## src/rtl/core/salsa_pkg.sv

```systemverilog
`default_nettype none

package salsa_pkg;

    localparam int BLOCK_WORDS = 16;
    localparam int WORD_BITS   = 32;

    typedef logic [WORD_BITS-1:0] word_t;
    typedef logic [3:0]           widx_t;

    typedef enum logic [1:0] {
        ST_IDLE,
        ST_ROUND,
        ST_EMIT
    } state_t;

    typedef enum logic [2:0] {
        ROT_NONE,
        ROT_7,
        ROT_9,
        ROT_13,
        ROT_18
    } rot_t;

    // State rearrangement applied after a step
    typedef enum logic [1:0] {
        SH_NONE,
        SH_FIVE,
        SH_ONE_T
    } shift_t;

    typedef struct packed {
        logic       load;
        logic       copy;
        logic       step;
        logic [1:0] step_idx;
        shift_t     shift;
        logic       emit;
        logic       err;
    } ctl_t;

    function automatic rot_t rot_for_step(input logic [1:0] s);
        rot_t r;
        case (s)
            2'd0:    r = ROT_7;
            2'd1:    r = ROT_9;
            2'd2:    r = ROT_13;
            default: r = ROT_18;
        endcase
        return r;
    endfunction

    function automatic word_t rotl(input word_t v, input rot_t r);
        word_t o;
        case (r)
            ROT_7:   o = {v[24:0], v[31:25]};
            ROT_9:   o = {v[22:0], v[31:23]};
            ROT_13:  o = {v[18:0], v[31:19]};
            ROT_18:  o = {v[13:0], v[31:14]};
            default: o = v;
        endcase
        return o;
    endfunction

endpackage

`default_nettype wire

```

## src/rtl/core/salsa_qr_unit.sv

```systemverilog
`default_nettype none

// One quarter-round step: z ^ rotl(x + y)
module salsa_qr_unit (
    input  salsa_pkg::word_t x,
    input  salsa_pkg::word_t y,
    input  salsa_pkg::word_t z,
    input  salsa_pkg::rot_t  rot,
    output salsa_pkg::word_t res
);
    import salsa_pkg::*;

    word_t sum;

    assign sum = x + y;
    assign res = z ^ rotl(sum, rot);

endmodule

`default_nettype wire

```

## src/rtl/core/salsa_dp.sv

```systemverilog
`default_nettype none

module salsa_dp (
    input  logic             clk,
    input  salsa_pkg::word_t word_in,
    input  salsa_pkg::ctl_t  ctl,
    output salsa_pkg::word_t word_out
);
    import salsa_pkg::*;

    word_t in_reg   [BLOCK_WORDS];
    word_t in_next  [BLOCK_WORDS];
    word_t work_reg [BLOCK_WORDS];
    word_t work_next[BLOCK_WORDS];
    word_t upd      [BLOCK_WORDS];
    word_t out_reg;
    word_t out_next;

    widx_t xpos;
    widx_t ypos;
    widx_t tpos;
    word_t ux;
    word_t uy;
    word_t uz;
    rot_t  urot;
    word_t ures;

    // The active quarter always sits at positions 0, 4, 8, 12; the state is
    // rotated between quarters and transposed between half rounds.
    assign xpos = {ctl.step_idx, 2'b00};
    assign ypos = {ctl.step_idx - 2'd1, 2'b00};
    assign tpos = {ctl.step_idx + 2'd1, 2'b00};

    always_comb
    begin
        if (ctl.emit)
        begin
            ux   = work_reg[0];
            uy   = in_reg[0];
            uz   = '0;
            urot = ROT_NONE;
        end
        else
        begin
            ux   = work_reg[xpos];
            uy   = work_reg[ypos];
            uz   = work_reg[tpos];
            urot = rot_for_step(ctl.step_idx);
        end
    end

    salsa_qr_unit u_qr (
        .x   (ux),
        .y   (uy),
        .z   (uz),
        .rot (urot),
        .res (ures)
    );

    always_comb
    begin
        in_next  = in_reg;
        work_next = work_reg;
        upd      = work_reg;
        out_next = out_reg;

        if (ctl.load)
        begin
            for (int i = 0; i < BLOCK_WORDS - 1; i++)
                in_next[i] = in_reg[i + 1];
            in_next[BLOCK_WORDS - 1] = word_in;
        end

        if (ctl.copy)
            work_next = in_next;

        if (ctl.step)
        begin
            upd[tpos] = ures;
            case (ctl.shift)
                SH_FIVE:
                begin
                    for (int i = 0; i < BLOCK_WORDS; i++)
                        work_next[i] = upd[widx_t'(i + 5)];
                end
                SH_ONE_T:
                begin
                    // shift by one, then transpose the 4x4 state
                    for (int r = 0; r < 4; r++)
                        for (int c = 0; c < 4; c++)
                            work_next[4 * r + c] = upd[widx_t'(4 * c + r + 1)];
                end
                default:
                    work_next = upd;
            endcase
        end

        if (ctl.emit)
        begin
            for (int i = 0; i < BLOCK_WORDS; i++)
            begin
                work_next[i] = work_reg[widx_t'(i + 1)];
                in_next[i]   = in_reg[widx_t'(i + 1)];
            end
            out_next = ures;
        end

        if (ctl.err)
            out_next = '0;
    end

    always_ff @(posedge clk)
    begin
        in_reg   <= in_next;
        work_reg <= work_next;
        out_reg  <= out_next;
    end

    assign word_out = out_reg;

endmodule

`default_nettype wire

```

## src/rtl/core/salsa_ctrl.sv

```systemverilog
`default_nettype none

module salsa_ctrl #(
    parameter int DOUBLE_ROUNDS = 10
) (
    input  logic            clk,
    input  logic            rst_n,
    input  logic            start,
    input  logic            last_word,
    output logic            busy,
    output logic            strobe,
    output logic            last_out,
    output logic            error,
    output salsa_pkg::ctl_t ctl
);
    import salsa_pkg::*;

    localparam int RW = $clog2(DOUBLE_ROUNDS);

    state_t        state_reg,   state_next;
    logic [1:0]    step_reg,    step_next;
    logic [1:0]    quarter_reg, quarter_next;
    logic          half_reg,    half_next;
    logic [RW-1:0] round_reg,   round_next;
    logic [3:0]    count_reg,   count_next;
    logic          strobe_reg,  strobe_next;
    logic          last_reg,    last_next;
    logic          error_reg,   error_next;

    always_ff @(posedge clk or negedge rst_n)
    begin
        if (!rst_n)
        begin
            state_reg   <= ST_IDLE;
            step_reg    <= '0;
            quarter_reg <= '0;
            half_reg    <= 1'b0;
            round_reg   <= '0;
            count_reg   <= '0;
            strobe_reg  <= 1'b0;
            last_reg    <= 1'b0;
            error_reg   <= 1'b0;
        end
        else
        begin
            state_reg   <= state_next;
            step_reg    <= step_next;
            quarter_reg <= quarter_next;
            half_reg    <= half_next;
            round_reg   <= round_next;
            count_reg   <= count_next;
            strobe_reg  <= strobe_next;
            last_reg    <= last_next;
            error_reg   <= error_next;
        end
    end

    always_comb
    begin
        state_next   = state_reg;
        step_next    = step_reg;
        quarter_next = quarter_reg;
        half_next    = half_reg;
        round_next   = round_reg;
        count_next   = count_reg;
        strobe_next  = 1'b0;
        last_next    = 1'b0;
        error_next   = 1'b0;
        ctl          = '{default: '0, shift: SH_NONE};

        case (state_reg)
            ST_IDLE:
            begin
                if (start)
                begin
                    ctl.load = 1'b1;
                    if (count_reg == 4'd15)
                    begin
                        count_next = '0;
                        if (last_word)
                        begin
                            ctl.copy     = 1'b1;
                            state_next   = ST_ROUND;
                            step_next    = '0;
                            quarter_next = '0;
                            half_next    = 1'b0;
                            round_next   = '0;
                        end
                        else
                        begin
                            ctl.err     = 1'b1;
                            strobe_next = 1'b1;
                            last_next   = 1'b1;
                            error_next  = 1'b1;
                        end
                    end
                    else if (last_word)
                    begin
                        // early last flag
                        count_next  = '0;
                        ctl.err     = 1'b1;
                        strobe_next = 1'b1;
                        last_next   = 1'b1;
                        error_next  = 1'b1;
                    end
                    else
                        count_next = count_reg + 4'd1;
                end
            end

            ST_ROUND:
            begin
                ctl.step     = 1'b1;
                ctl.step_idx = step_reg;
                step_next    = step_reg + 2'd1;
                if (step_reg == 2'd3)
                begin
                    quarter_next = quarter_reg + 2'd1;
                    if (quarter_reg == 2'd3)
                    begin
                        ctl.shift = SH_ONE_T;
                        half_next = ~half_reg;
                        if (half_reg)
                        begin
                            round_next = round_reg + RW'(1);
                            if (round_reg == RW'(DOUBLE_ROUNDS - 1))
                            begin
                                state_next = ST_EMIT;
                                count_next = '0;
                            end
                        end
                    end
                    else
                        ctl.shift = SH_FIVE;
                end
            end

            ST_EMIT:
            begin
                ctl.emit    = 1'b1;
                strobe_next = 1'b1;
                last_next   = (count_reg == 4'd15);
                count_next  = count_reg + 4'd1;
                if (count_reg == 4'd15)
                    state_next = ST_IDLE;
            end

            default:
                state_next = ST_IDLE;
        endcase
    end

    assign busy     = (state_reg != ST_IDLE);
    assign strobe   = strobe_reg;
    assign last_out = last_reg;
    assign error    = error_reg;

endmodule

`default_nettype wire

```

## src/rtl/core/salsa20_core_hash_top.sv

```systemverilog
// Salsa20 core hash. Words of a 64-byte block are taken one per item while busy
// is low, word 0 first; the sixteenth must carry last_word. A block then runs
// 2*DOUBLE_ROUNDS half rounds as 32*DOUBLE_ROUNDS single add-rotate-xor steps
// through one shared unit, one step per cycle, and the sixteen result words follow
// on consecutive cycles, each marked by strobe for one cycle, last_out on the
// sixteenth. busy rises once the last word is taken, stays high through the rounds
// and the result words, and falls as the final result is shown. A misplaced or
// missing last flag gives one result with error and last_out set the cycle after
// the offending word; busy stays low.
// There is no back-pressure: results must be taken as they appear.
`default_nettype none

module salsa20_core_hash_top #(
    parameter int DOUBLE_ROUNDS = 10
) (
    input  logic        clk,
    input  logic        rst_n,
    input  logic        start,
    output logic        busy,
    input  logic [31:0] word_in,
    input  logic        last_word,
    output logic        strobe,
    output logic [31:0] word_out,
    output logic        last_out,
    output logic        error
);
    import salsa_pkg::*;

    ctl_t ctl;

    salsa_ctrl #(
        .DOUBLE_ROUNDS (DOUBLE_ROUNDS)
    ) u_ctrl (
        .clk       (clk),
        .rst_n     (rst_n),
        .start     (start),
        .last_word (last_word),
        .busy      (busy),
        .strobe    (strobe),
        .last_out  (last_out),
        .error     (error),
        .ctl       (ctl)
    );

    salsa_dp u_dp (
        .clk      (clk),
        .word_in  (word_in),
        .ctl      (ctl),
        .word_out (word_out)
    );

    a_err_is_last: assert property (@(posedge clk) disable iff (!rst_n)
        strobe && error |-> last_out)
        else $error("error result without last_out");

    a_mid_result: assert property (@(posedge clk) disable iff (!rst_n)
        strobe && !last_out |-> busy && !error)
        else $error("intermediate result outside a block run");

    a_final_result: assert property (@(posedge clk) disable iff (!rst_n)
        strobe && last_out && !error |-> !busy)
        else $error("busy still high on final result");

    a_busy_rise: assert property (@(posedge clk) disable iff (!rst_n)
        $rose(busy) |-> $past(start) && $past(last_word))
        else $error("run started without a last word accepted");

endmodule

`default_nettype wire

```

## config.mk

```make
export PLATFORM = sky130hd
export DESIGN_NAME = salsa20_core_hash_top
export DESIGN_NICKNAME = d
export VERILOG_FILES = /design/src/rtl/core/salsa_pkg.sv /design/src/rtl/core/salsa_qr_unit.sv /design/src/rtl/core/salsa_dp.sv /design/src/rtl/core/salsa_ctrl.sv /design/src/rtl/core/salsa20_core_hash_top.sv
export SDC_FILE = /design/constraint.sdc
export NUM_CORES = 2
export LEC_CHECK = 0
export ABC_AREA = 1
export BUFFER_PORTS_ARGS = -buffer_cell sky130_fd_sc_hd__clkbuf_2
export CORE_MARGIN = 2
export CORE_UTILIZATION = 52
export DETAILED_ROUTE_END_ITERATION = 10
export PLACE_DENSITY_LB_ADDON = 0.05
export SYNTH_ARGS = -nofsm -noshare
export SYNTH_HDL_FRONTEND = slang
export SYNTH_HIERARCHICAL = 1
export SYNTH_SLANG_ARGS = --single-unit
```

## constraint.sdc

```tcl
create_clock -name clk -period 14 [get_ports clk]
set_input_delay 2.8 -clock clk [delete_from_list [all_inputs] [get_ports clk]]
set_output_delay 2.8 -clock clk [all_outputs]
set_load 0.05 [all_outputs]
```

==> reports/metrics.cfg <==
[run_status]
status = finished, final reports clean

[global_route]
grt.overflow.total = 0
first_global_vias = 59366
grt_max_degree = 205
grt_pass1_wl_um = 357000
grt.total_usage = 0.351
antenna_found_initial = 8

[worst_setup_path]
path_class = reg2reg
startpoint_type = register
slowest_stage = clkinv_2
arrival_ps = 8860
required_ps = 14520
critPathCaptureType = register
path_max_fanout = 92
critPathMaxStageDelay_ps = 840
r2r_cells = 29
cpMostUsedCell = nand2_1
r2r_slack_ps = 5670

[timing]
relSlewSlack = 0.120
finalSetupTns_ps = 0
fin_crit_ps = 8330
worst_pin_slew_ps = 1320
fmax_mhz = 120
rsz0062_at_grt = no
slew_violations = 0
hold_viol = 0
timing.hold.ws_ps = 456
final.setup.worst_slack_ps = 5670
skew_ps = 30.7
setup_viol = 0
min_period_over_period = 0.595

[synth]
yosysWarnings = 6
synth_flop_cell = dfxtp_1
yosys.area.top_type = nand2_1
synth_top_area_frac = 0.312
synthArstFlopShare = 0.0168
yosys-top-cells-area = nand2_1, edfxtp_1, dfxtp_1
ys_seq_area_frac = 0.406
ys_ff_latch = 1074
synthesis.area_mm2 = 0.0659
synth_fp_nets = 10151
syn_inst = 10063
syn_avg_cell_area_um2 = 6.55
synthDistinctLibCells = 50
synth_edf_count = 512

[clock_tree]
clock-sinks = 1074
clockBufferDepth = 3
ctsHoldBuffers = 0
cts_resized = 0
htreeDepth = 3
clkLatencyLatePin_ps = 790
numCtsBuffers = 121
root_buffer = clkbuf_16
post_cts_buffers = 0
cts.clk_slew.worst_paths_ps = 60
cts_tree = built

[finish]
final_cell_mix = nand2_1, nand3_1, dfxtp_1
final_net_count = 9792
syn_to_final_growth_pct = 6.35
final_layout_size_suffix_gt1_frac = 0.0469
final_common_cell = nand2_1
fill_cells = 12500

[detailed_routing]
totalWireLength_um = 234000
ant_nets = 0
drt-pass1-iter-count = 6
dr.first_iter.drc_count = 8113
route.vias.total = 65615
wl_per_cell_um = 20.4
vias_per_cell = 5.72
drc = 0

[power_and_ir_drop]
power_density_mw_per_mm2 = 154
irDropWorstVdd_v = 0.000110
leakage_nw = 31.3

[floorplan]
chipHeight_um = 360
ios = 72
core_area_mm2 = 0.126
start_util = 0.524
die_area_mm2 = 0.130
row_count = 130
fp.dieW_um = 360

[worst_hold_path]
hold_path.class = reg2reg
hold_depth = 2

[placed_design]
dpl.hpwl_um = 145000
portBuffers = 71
gp_congestion = 1.04
preCtsSetupSlack_ps = 5930

[job]
timing.max_cap.violations = 0

==> critical path, delay by kind of cell (launching register included) <==
kind,cells,cell delay (ps)
AND/OR/NAND/NOR,14,1820
flip-flops,1,440
buffers and inverters,7,2400
adder cells (fa/ha/maj),4,1970
AO/OA/AOI/OAI,3,560
XOR/XNOR,1,760
==> synth_stat cells, types with 2 or more instances <==
master,n
o21a_1,287
buf_6,22
xnor2_1,6
or2_1,2
o22ai_1,37
a21boi_0,32
nand4_1,20
buf_1,45
nor2_4,5
or2_2,3
nand2_1,5476
nand2_2,36
inv_1,441
buf_4,44
nor3_1,4
o21ai_1,43
clkbuf_1,287
a211oi_1,32
o21ai_0,400
inv_2,11
dfxtp_1,544
nand3_2,6
nor2_2,18
inv_4,2
and2_1,37
nor2_1,111
xor2_1,10
a21oi_1,52
nand3b_1,15
ha_1,51
dfrtp_1,18
nor3_2,2
buf_2,246
o211ai_1,66
o21bai_1,5
nand3_1,1122
edfxtp_1,512
==> stage by stage <==
stage	std cells	area, µm²	utilization	total power, mW
after detailed placement	11231	66100	0.526	7.60
after global placement	11231	66100	0.526	7.53
final	11468	70000	0.557	10.8
after CTS	11463	70000	0.557	10.8
after floorplan	10063	65900	-	6.70
after global routing	11463	70000	0.557	11.4
==> logic make-up (layout without fill, tap and decap cells) <==
| kind of cell | after synthesis | after routing | synth area share |
|---|---|---|---|
| compound gates | 958 | 958 | 0.0897 |
| flops | 1074 | 1074 | 0.406 |
| simple gates | 6862 | 6862 | 0.420 |
| other cells | 0 | 5 | 0 |
| fa+ha+maj | 52 | 52 | 0.00999 |
| xor+xnor | 17 | 17 | 0.00237 |
| buf+inv | 1100 | 850 | 0.0726 |
==> power breakdown <==
part	leakage, nW	switching, mW	total [mW]	internal, mW
registers	9.45	0.445	4.58	4.14
clock network	1.93	1.40	3.18	1.79
logic	19.9	2.11	3.03	0.918
total	31.3	3.96	10.8	6.84
==> worst paths after layout <==
path                                          start                  end
worst max register to register  u_ctrl/state_reg[1]   u_dp/work_reg[245]
worst min-delay path               u_dp/in_reg[411]     u_dp/in_reg[443]
worst min register to register     u_dp/in_reg[411]     u_dp/in_reg[443]
min in group asynchronous                     rst_n  u_ctrl/round_reg[0]
worst max-delay path            u_ctrl/state_reg[1]   u_dp/work_reg[245]
max in group asynchronous                     rst_n  u_ctrl/count_reg[0]
==> final cells by class <==
class	count	area [µm²]	share of cell area
repair buffers	163	1120	0.0160
well taps	1650	2060	0.0295
flip-flops and latches	1074	26700	0.381
clock buffers	174	3500	0.0500
multi-input cells	7889	34500	0.492
diodes	5	12.5	0.000179
clock inverters	58	400	0.00572
inverters	455	1760	0.0251
==> routing by layer <==
layer,GRT usage,up-vias,wire length [µm],part of all wire
li1,-,31593,-,-
met1,0.510,30531,104000,0.44
met2,0.532,3071,100000,0.43
met3,0.0586,418,22700,0.097
met4,0.108,2,7080,0.030
met5,0,-,13,0.000056
No activity file was read; power rests on OpenSTA's default activity.
